`config.mk`:
```
export PLATFORM = sky130hd
export DESIGN_NAME = priority_task_dispatcher
export DESIGN_NICKNAME = d
export VERILOG_FILES = /design/src/hdl/ptd_pkg.sv /design/src/hdl/priority_task_dispatcher.sv /design/src/hdl/ptd_ram.sv
export SDC_FILE = /design/constraint.sdc
export NUM_CORES = 2
export LEC_CHECK = 0
export ABC_AREA = 1
export BUFFER_PORTS_ARGS = -buffer_cell sky130_fd_sc_hd__buf_4
export CAP_MARGIN = 20
export CORE_MARGIN = 2
export CORE_UTILIZATION = 40
export CTS_BUF_LIST = sky130_fd_sc_hd__clkbuf_16
export CTS_CLUSTER_SIZE = 12
export DETAILED_ROUTE_END_ITERATION = 6
export GPL_TIMING_DRIVEN = 0
export PLACE_DENSITY = 0.59
export SYNTH_ARGS = -nofsm -noshare
export SYNTH_HDL_FRONTEND = slang
export SYNTH_HIERARCHICAL = 1
export SYNTH_SLANG_ARGS = --single-unit
```
`constraint.sdc`:
```
create_clock -name clk -period 7.1 [get_ports clk]
set_clock_uncertainty 0.2 [all_clocks]
set_input_delay 0.355 -clock clk [delete_from_list [all_inputs] [get_ports clk]]
set_output_delay 0.355 -clock clk [all_outputs]
set_load 0.005 [all_outputs]
```
`src/hdl/ptd_pkg.sv`:
```
// Shared types and constants for the priority task dispatcher.
package ptd_pkg;

	localparam int MAX_TASKS_DEF = 32;
	localparam int ID_W          = 16;
	localparam int PRIO_W        = 8;
	localparam int BURST_W       = 16;

	typedef enum logic {
		CMD_ADD   = 1'b0,
		CMD_SCHED = 1'b1
	} cmd_t;

	typedef enum logic [1:0] {
		ST_ACCEPT   = 2'd0,
		ST_DISPATCH = 2'd1,
		ST_FULL     = 2'd2
	} status_t;

	typedef enum logic [1:0] {
		S_IDLE,
		S_ADD,
		S_SCAN,
		S_EMIT
	} state_t;

	typedef struct packed {
		logic [ID_W-1:0]    id;
		logic [PRIO_W-1:0]  prio;
		logic [BURST_W-1:0] burst;
	} entry_t;

endpackage

```
`src/hdl/priority_task_dispatcher.sv`:
```
// Non-preemptive priority dispatcher: task table, add and drain sequencer.
//
//  channel | signals                                      | direction
//  --------+----------------------------------------------+----------
//  in      | in_valid, in_ready, command, priority_in,    | request in
//          | burst_in                                     |
//  out     | out_valid, out_ready, status, task_id,       | result out
//          | out_priority, out_burst, last                |
//
// An add loads its result from S_ADD once the output register is free. A
// schedule of N stored tasks gives N results; for each one a compare unit
// walks the single table read port newest to oldest, one entry per cycle.
// arst_n clears the task count, next id and the dispatched marks; table
// contents need no reset. A stalled out_ready holds the sequencer in S_ADD or
// S_EMIT until the output register frees; in_ready is high only in S_IDLE.
module priority_task_dispatcher #(
	parameter int MAX_TASKS = ptd_pkg::MAX_TASKS_DEF
) (
	input  logic                        clk,
	input  logic                        arst_n,
	input  logic                        in_valid,
	output logic                        in_ready,
	input  logic                        command,
	input  logic [ptd_pkg::PRIO_W-1:0]  priority_in,
	input  logic [ptd_pkg::BURST_W-1:0] burst_in,
	output logic                        out_valid,
	input  logic                        out_ready,
	output logic [1:0]                  status,
	output logic [ptd_pkg::ID_W-1:0]    task_id,
	output logic [ptd_pkg::PRIO_W-1:0]  out_priority,
	output logic [ptd_pkg::BURST_W-1:0] out_burst,
	output logic                        last
);

	localparam int IDX_W = $clog2(MAX_TASKS);
	localparam int CNT_W = $clog2(MAX_TASKS + 1);
	localparam logic [CNT_W-1:0] FULL_CNT = CNT_W'(MAX_TASKS);
	localparam logic [CNT_W-1:0] ONE_CNT  = CNT_W'(1);

	ptd_pkg::state_t state_q, state_d;

	// request holding registers
	logic                        cmd_q;
	logic [ptd_pkg::PRIO_W-1:0]  prio_q;
	logic [ptd_pkg::BURST_W-1:0] burst_q;

	logic [CNT_W-1:0]            count_q;
	logic [CNT_W-1:0]            rem_q;
	logic [ptd_pkg::ID_W-1:0]    next_id_q;
	logic [MAX_TASKS-1:0]        taken_q;

	// scan sequencer
	logic [IDX_W-1:0]            scan_idx_q;
	logic                        scan_act_q;
	logic                        s1_vld_q;
	logic                        s1_live_q;
	logic                        s1_end_q;
	logic [IDX_W-1:0]            s1_idx_q;
	logic                        best_found_q;
	ptd_pkg::entry_t             best_q;
	logic [IDX_W-1:0]            best_idx_q;

	// output register
	logic                        out_valid_q;
	logic [1:0]                  status_q;
	logic [ptd_pkg::ID_W-1:0]    task_id_q;
	logic [ptd_pkg::PRIO_W-1:0]  out_prio_q;
	logic [ptd_pkg::BURST_W-1:0] out_burst_q;
	logic                        last_q;

	ptd_pkg::entry_t             wr_entry;
	ptd_pkg::entry_t             rd_entry;
	logic                        in_acc;
	logic                        out_free;
	logic                        out_load;
	logic                        ram_we;
	logic                        ram_re;
	logic                        start_scan;
	logic                        is_full;
	logic                        take_best;
	logic [CNT_W-1:0]            count_m1;

	assign in_acc   = in_valid && in_ready;
	assign out_free = !out_valid_q || out_ready;
	assign is_full  = (count_q == FULL_CNT);
	assign count_m1 = count_q - ONE_CNT;

	assign wr_entry.id    = next_id_q;
	assign wr_entry.prio  = prio_q;
	assign wr_entry.burst = burst_q;

	assign take_best = s1_vld_q && s1_live_q &&
		(!best_found_q || (rd_entry.prio > best_q.prio));

	ptd_ram #(
		.WIDTH ($bits(ptd_pkg::entry_t)),
		.DEPTH (MAX_TASKS)
	) u_table (
		.clk   (clk),
		.we    (ram_we),
		.waddr (count_q[IDX_W-1:0]),
		.wdata (wr_entry),
		.re    (ram_re),
		.raddr (scan_idx_q),
		.rdata (rd_entry)
	);

	// next state
	always_comb begin
		state_d = state_q;
		case (state_q)
			ptd_pkg::S_IDLE: begin
				if (in_acc) begin
					if (command == ptd_pkg::CMD_ADD) begin
						state_d = ptd_pkg::S_ADD;
					end else if (count_q != '0) begin
						state_d = ptd_pkg::S_SCAN;
					end
				end
			end
			ptd_pkg::S_ADD: begin
				if (out_free) begin
					state_d = ptd_pkg::S_IDLE;
				end
			end
			ptd_pkg::S_SCAN: begin
				if (s1_vld_q && s1_end_q) begin
					state_d = ptd_pkg::S_EMIT;
				end
			end
			ptd_pkg::S_EMIT: begin
				if (out_free) begin
					state_d = (rem_q == ONE_CNT) ? ptd_pkg::S_IDLE : ptd_pkg::S_SCAN;
				end
			end
			default: state_d = ptd_pkg::S_IDLE;
		endcase
	end

	// sequencer outputs
	always_comb begin
		in_ready   = 1'b0;
		out_load   = 1'b0;
		ram_we     = 1'b0;
		ram_re     = 1'b0;
		start_scan = 1'b0;
		case (state_q)
			ptd_pkg::S_IDLE: begin
				in_ready   = 1'b1;
				start_scan = in_acc && (command == ptd_pkg::CMD_SCHED) && (count_q != '0);
			end
			ptd_pkg::S_ADD: begin
				out_load = out_free;
				ram_we   = out_free && !is_full;
			end
			ptd_pkg::S_SCAN: begin
				ram_re = scan_act_q;
			end
			ptd_pkg::S_EMIT: begin
				out_load   = out_free;
				start_scan = out_free && (rem_q != ONE_CNT);
			end
			default: begin
				in_ready = 1'b0;
			end
		endcase
	end

	always_ff @(posedge clk or negedge arst_n) begin
		if (!arst_n) begin
			state_q      <= ptd_pkg::S_IDLE;
			count_q      <= '0;
			rem_q        <= '0;
			next_id_q    <= '0;
			taken_q      <= '0;
			scan_act_q   <= 1'b0;
			s1_vld_q     <= 1'b0;
			best_found_q <= 1'b0;
			out_valid_q  <= 1'b0;
		end else begin
			state_q  <= state_d;
			s1_vld_q <= ram_re;

			if (in_acc && (command == ptd_pkg::CMD_SCHED)) begin
				rem_q <= count_q;
			end

			if (ram_we) begin
				count_q   <= count_q + ONE_CNT;
				next_id_q <= next_id_q + ptd_pkg::ID_W'(1);
			end

			// walk the table newest to oldest
			if (start_scan) begin
				scan_act_q   <= 1'b1;
				best_found_q <= 1'b0;
			end else if (ram_re && (scan_idx_q == '0)) begin
				scan_act_q <= 1'b0;
			end

			if (take_best) begin
				best_found_q <= 1'b1;
			end

			// dispatch: mark the winner; drop the whole table after the final one
			if ((state_q == ptd_pkg::S_EMIT) && out_free) begin
				if (rem_q == ONE_CNT) begin
					taken_q <= '0;
					count_q <= '0;
				end else begin
					taken_q[best_idx_q] <= 1'b1;
					rem_q               <= rem_q - ONE_CNT;
				end
			end

			if (out_load) begin
				out_valid_q <= 1'b1;
			end else if (out_ready) begin
				out_valid_q <= 1'b0;
			end
		end
	end

	// payload registers
	always_ff @(posedge clk) begin
		if (in_acc) begin
			cmd_q   <= command;
			prio_q  <= priority_in;
			burst_q <= burst_in;
		end

		if (start_scan) begin
			scan_idx_q <= count_m1[IDX_W-1:0];
		end else if (ram_re) begin
			scan_idx_q <= scan_idx_q - IDX_W'(1);
		end

		s1_idx_q  <= scan_idx_q;
		s1_live_q <= !taken_q[scan_idx_q];
		s1_end_q  <= (scan_idx_q == '0);

		if (take_best) begin
			best_q     <= rd_entry;
			best_idx_q <= s1_idx_q;
		end

		if (out_load) begin
			if (state_q == ptd_pkg::S_ADD) begin
				status_q    <= is_full ? ptd_pkg::ST_FULL : ptd_pkg::ST_ACCEPT;
				task_id_q   <= is_full ? '0 : next_id_q;
				out_prio_q  <= prio_q;
				out_burst_q <= burst_q;
				last_q      <= 1'b1;
			end else begin
				status_q    <= ptd_pkg::ST_DISPATCH;
				task_id_q   <= best_q.id;
				out_prio_q  <= best_q.prio;
				out_burst_q <= best_q.burst;
				last_q      <= (rem_q == ONE_CNT);
			end
		end
	end

	assign out_valid    = out_valid_q;
	assign status       = status_q;
	assign task_id      = task_id_q;
	assign out_priority = out_prio_q;
	assign out_burst    = out_burst_q;
	assign last         = last_q;

	// the add path only runs off a latched add request
	a_add_from_add_cmd: assert property (@(posedge clk) disable iff (!arst_n)
		(state_q == ptd_pkg::S_ADD) |-> (cmd_q == ptd_pkg::CMD_ADD))
		else $error("add sequence entered without an add request");

	a_count_bounded: assert property (@(posedge clk) disable iff (!arst_n)
		count_q <= FULL_CNT)
		else $error("task count above table size");

	a_sched_blocks: assert property (@(posedge clk) disable iff (!arst_n)
		(in_acc && (command == ptd_pkg::CMD_SCHED) && (count_q != '0)) |=> !in_ready)
		else $error("new request taken while table drains");

	a_drain_empties: assert property (@(posedge clk) disable iff (!arst_n)
		(out_valid && out_ready && last && (status == ptd_pkg::ST_DISPATCH))
			|-> (count_q == '0))
		else $error("table not empty after final dispatch");

	a_full_only_when_full: assert property (@(posedge clk) disable iff (!arst_n)
		(out_valid && (status == ptd_pkg::ST_FULL)) |-> is_full)
		else $error("full status with room in the table");

endmodule

```
`src/hdl/ptd_ram.sv`:
```
// Generic simple dual-port RAM with registered read.
module ptd_ram #(
	parameter int WIDTH = 8,
	parameter int DEPTH = 32
) (
	input  logic                     clk,
	input  logic                     we,
	input  logic [$clog2(DEPTH)-1:0] waddr,
	input  logic [WIDTH-1:0]         wdata,
	input  logic                     re,
	input  logic [$clog2(DEPTH)-1:0] raddr,
	output logic [WIDTH-1:0]         rdata
);

	logic [WIDTH-1:0] mem [DEPTH];

	always_ff @(posedge clk) begin
		if (we) begin
			mem[waddr] <= wdata;
		end
		if (re) begin
			rdata <= mem[raddr];
		end
	end

endmodule
```
==> summary.md <==
| Metric | Value |
|---|---|
| Status | `finished, final reports clean` |
| Detailed Place HPWL | `119000 µm` |
| Detail Route Antenna Nets | `0` |
| Vias/cell | `5.35` |
| Slew @ Worst Pin | `1250 ps` |
| DR WL/cell | `23.5 µm` |
| Setup-failing EPs final | `0` |
| Die height | `394 µm` |
| Final period utilization | `0.604` |
| Residual overflow from global routing | `0` |
| DRT Pass-1 Iters | `5` |
| Final Instance Count excl. Fillers | `7614` |
| CTS sink count | `1510` |
| Number of I/O port buffers | `73` |
| Initial antenna violation count | `7` |
| Finished Cell Area | `70900 µm²` |
| Reg2reg start | `count_q[0]` |
| Max Slew Vio Count | `0` |
| Unrepaired setup endpoints after global routing | `no` |
| Async SR Flop Fraction | `0.0437` |
| Critical path class | `reg2reg` |
| Placed cell count | `7307` |
| Final hold slack | `54.6 ps` |
| Setup TNS | `0 ps` |
| #FFs+latches synth | `1510` |
| Post-layout min period | `4290 ps` |
| Yosys warnings | `6` |
| Internal power | `0.0184 W` |
| First-pass GRT wire length | `258000 µm` |
| I/O pin total | `74` |
| Seq/Total Area, Yosys | `0.740` |
| Syn_area_per_cell | `11.9 µm²` |
| Worst-path clk slew | `60 ps` |
| CP Launch Point | `count_q[0]` |
| Final hold viol count | `0` |
| # hold bufs at CTS | `29` |
| Clock Path Buffers | `3` |
| Tightest Hold Check Type | `in2async` |
| Critical path launch point type | `register` |
| P_sw | `0.0118 W` |
| WP data required | `7360 ps` |
| PostCTS Resize Cnt | `0` |
| Power Dens Cells | `426 nW/µm²` |
| Peak supply drop | `380 µV` |
| Number of synthesized flops with an enable pin | `1437` |
| Worst setup EP type | `register` |
| Synth-to-Final Area Change | `16.6%` |
| Distinct cell type count after synthesis | `40` |
| P_leak | `26.5 nW` |
| Clock Tree Root | `clkbuf_16` |
| Overall via count from detail_route | `40700` |
| Total Power | `0.0302 W` |
| Overall routed net length | `179000 µm` |
| Total die area | `155000 µm²` |
| Crit path DAT | `4550 ps` |
| Buffers & Inverters on Critical Path | `3` |
| CP Max Fanout | `21` |
| Sw Share | `0.391` |
| CP top delay family | `simple AND/OR/NAND/NOR gates` |
| Standard-cell rows | `143` |
| Total Routing Usage GR | `0.227` |
| Clock share of power | `0.250` |
| Post-CTS Setup Inserts | `0` |
| 1st-iter DRT viols | `4739` |
| CP peak stage delay | `1070 ps` |
| DP Area | `65900 µm²` |
| Share of layout cells above drive strength 1 | `0.114` |
| Number of global-route vias before repair | `38600` |
| Core Box Area | `151000 µm²` |
| TritonCTS clock tree | `done` |
| Slew headroom | `0.168` |
| Largest net degree at the start of global routing | `67` |
| Comb pwr share | `0.358` |
| Post-synthesis cell area | `60800 µm²` |
| GP Congestion | `0.861` |
| Initial Util | `0.401` |
| # DRC | `0` |
| CTS buffer count | `159` |
| Nets@finish | `5515` |
| Syn_nets | `5174` |
| Crit path cell chain | `inv_1 -> ha_1 -> nand2_1 -> nor2_1 -> nand2_2 -> nand2_4 -> nor2_8 -> buf_6 -> nand3_1 -> nor2_4 -> buf_12` |
| Fmax | `0.233 GHz` |
| Reg power frac | `0.392` |
| Critical Path Slowest Stage Cell | `nor2_4` |
| Cells after Synth | `5126` |
| Main synth FF type | `edfxtp_1` |
| Clock latency on the worst-skew pair | `790 ps` |
| Die Wd | `394 µm` |
| Max-Cap Viols | `0` |
| Max H-tree Level | `4` |
metrics by stage:
stage                     utilization  setup slack, ps
after floorplan                     -             3180
after global placement          0.422              482
after detailed placement        0.435             2840
after CTS                       0.468             2860
after global routing            0.468             2640
final                           0.468             2810
cells in the mapped netlist, drive strengths merged (19+ instances only):
master,n,share of area
nand2,1968,0.12
inv,88,0.0055
ha,19,0.0039
a21oi,55,0.0045
xor2,20,0.0029
buf,237,0.021
edfxtp,1437,0.71
nand3,1004,0.083
dfrtp,66,0.027
clkbuf,54,0.0034
o21ai,49,0.0040
nor2,86,0.0063
metal layers:
metal  up-vias  track usage  routed length [µm]
li1      18500            -                   -
met1     20000        0.315               73700
met2      1893        0.353               81800
met3       324       0.0496               17100
met4         0       0.0827                6390
met5         -            0                   0
cell type report:
cell class / count / area, µm²
clock buffer: 161 / 4030
antenna: 2 / 5.00
multi-input combinational: 3236 / 14300
buffer: 291 / 1470
inverter: 89 / 337
timing repair buffer: 180 / 2650
sequential: 1510 / 44900
tap: 2030 / 2540
fill: 13500 / 80500
clock inverter: 115 / 633
cell usage in the layout, fill, tap and decap left out, types with 6 or more instances in the layout:
master / n
buf_16: 37
inv_1: 122
xor2_1: 20
buf_2: 187
dfrtp_1: 61
buf_8: 6
dlygate4sd3_1: 29
nand3_1: 1002
o21ai_0: 48
nand4_1: 6
edfxtp_1: 1437
nor2_1: 43
clkbuf_16: 161
nor2_4: 37
ha_1: 19
buf_1: 13
dfxtp_1: 7
buf_4: 109
clkbuf_1: 52
a21oi_1: 55
clkinv_1: 41
nand2_1: 1962
inv_6: 8
clkinv_2: 13
inv_2: 9
nor3_1: 13
buf_12: 35
flip-flops by register name (all words and copies together), names as in the netlist, 2 cells and up:
name and count:
best_idx_q 5, rem_q 6, scan_idx_q 5, prio_q 8
next_id_q 16, out_priority 8, best_q 40, s1_idx_q 5
task_id 16, status 2, u_table/rdata 40, out_burst 16
state_q 2, u_table/mem 1280, burst_q 16, taken_q 32
count_q 6
final timing paths:
check / endpoint / slack (ps) / cells past startpoint
min reg2reg: best_idx_q[0] / 200 / 0
min: taken_q[22] / 50 / 2
max reg2reg: u_table/mem[7][6] / 2810 / 11
max in group asynchronous: next_id_q[3] / 6030 / 2
max: u_table/mem[7][6] / 2810 / 11
min in group clk: burst_q[11] / 80 / 2
cell families after synthesis:
kind of cell | Yosys count | synth area share
simple gates | 3080 | 0.213
flops | 1510 | 0.740
buf+inv | 380 | 0.0297
compound gates | 114 | 0.00997
xor+xnor | 22 | 0.00317
fa+ha+maj | 19 | 0.00391
mux | 1 | 0.000165
power by group through the flow:
| stage | Clock (W) | Sequential [W] | Combinational (W) |
|---|---|---|---|
| global route | 0.00805 | 0.0119 | 0.0117 |
| floorplan | 0 | 0.0118 | 0.00611 |
| finish | 0.00756 | 0.0118 | 0.0108 |
| detailed placement | 0 | 0.0120 | 0.0106 |
| CTS | 0.00769 | 0.0118 | 0.0107 |
| global placement | 0 | 0.0123 | 0.00974 |
Note: power is estimated with default switching activity, not from simulation.
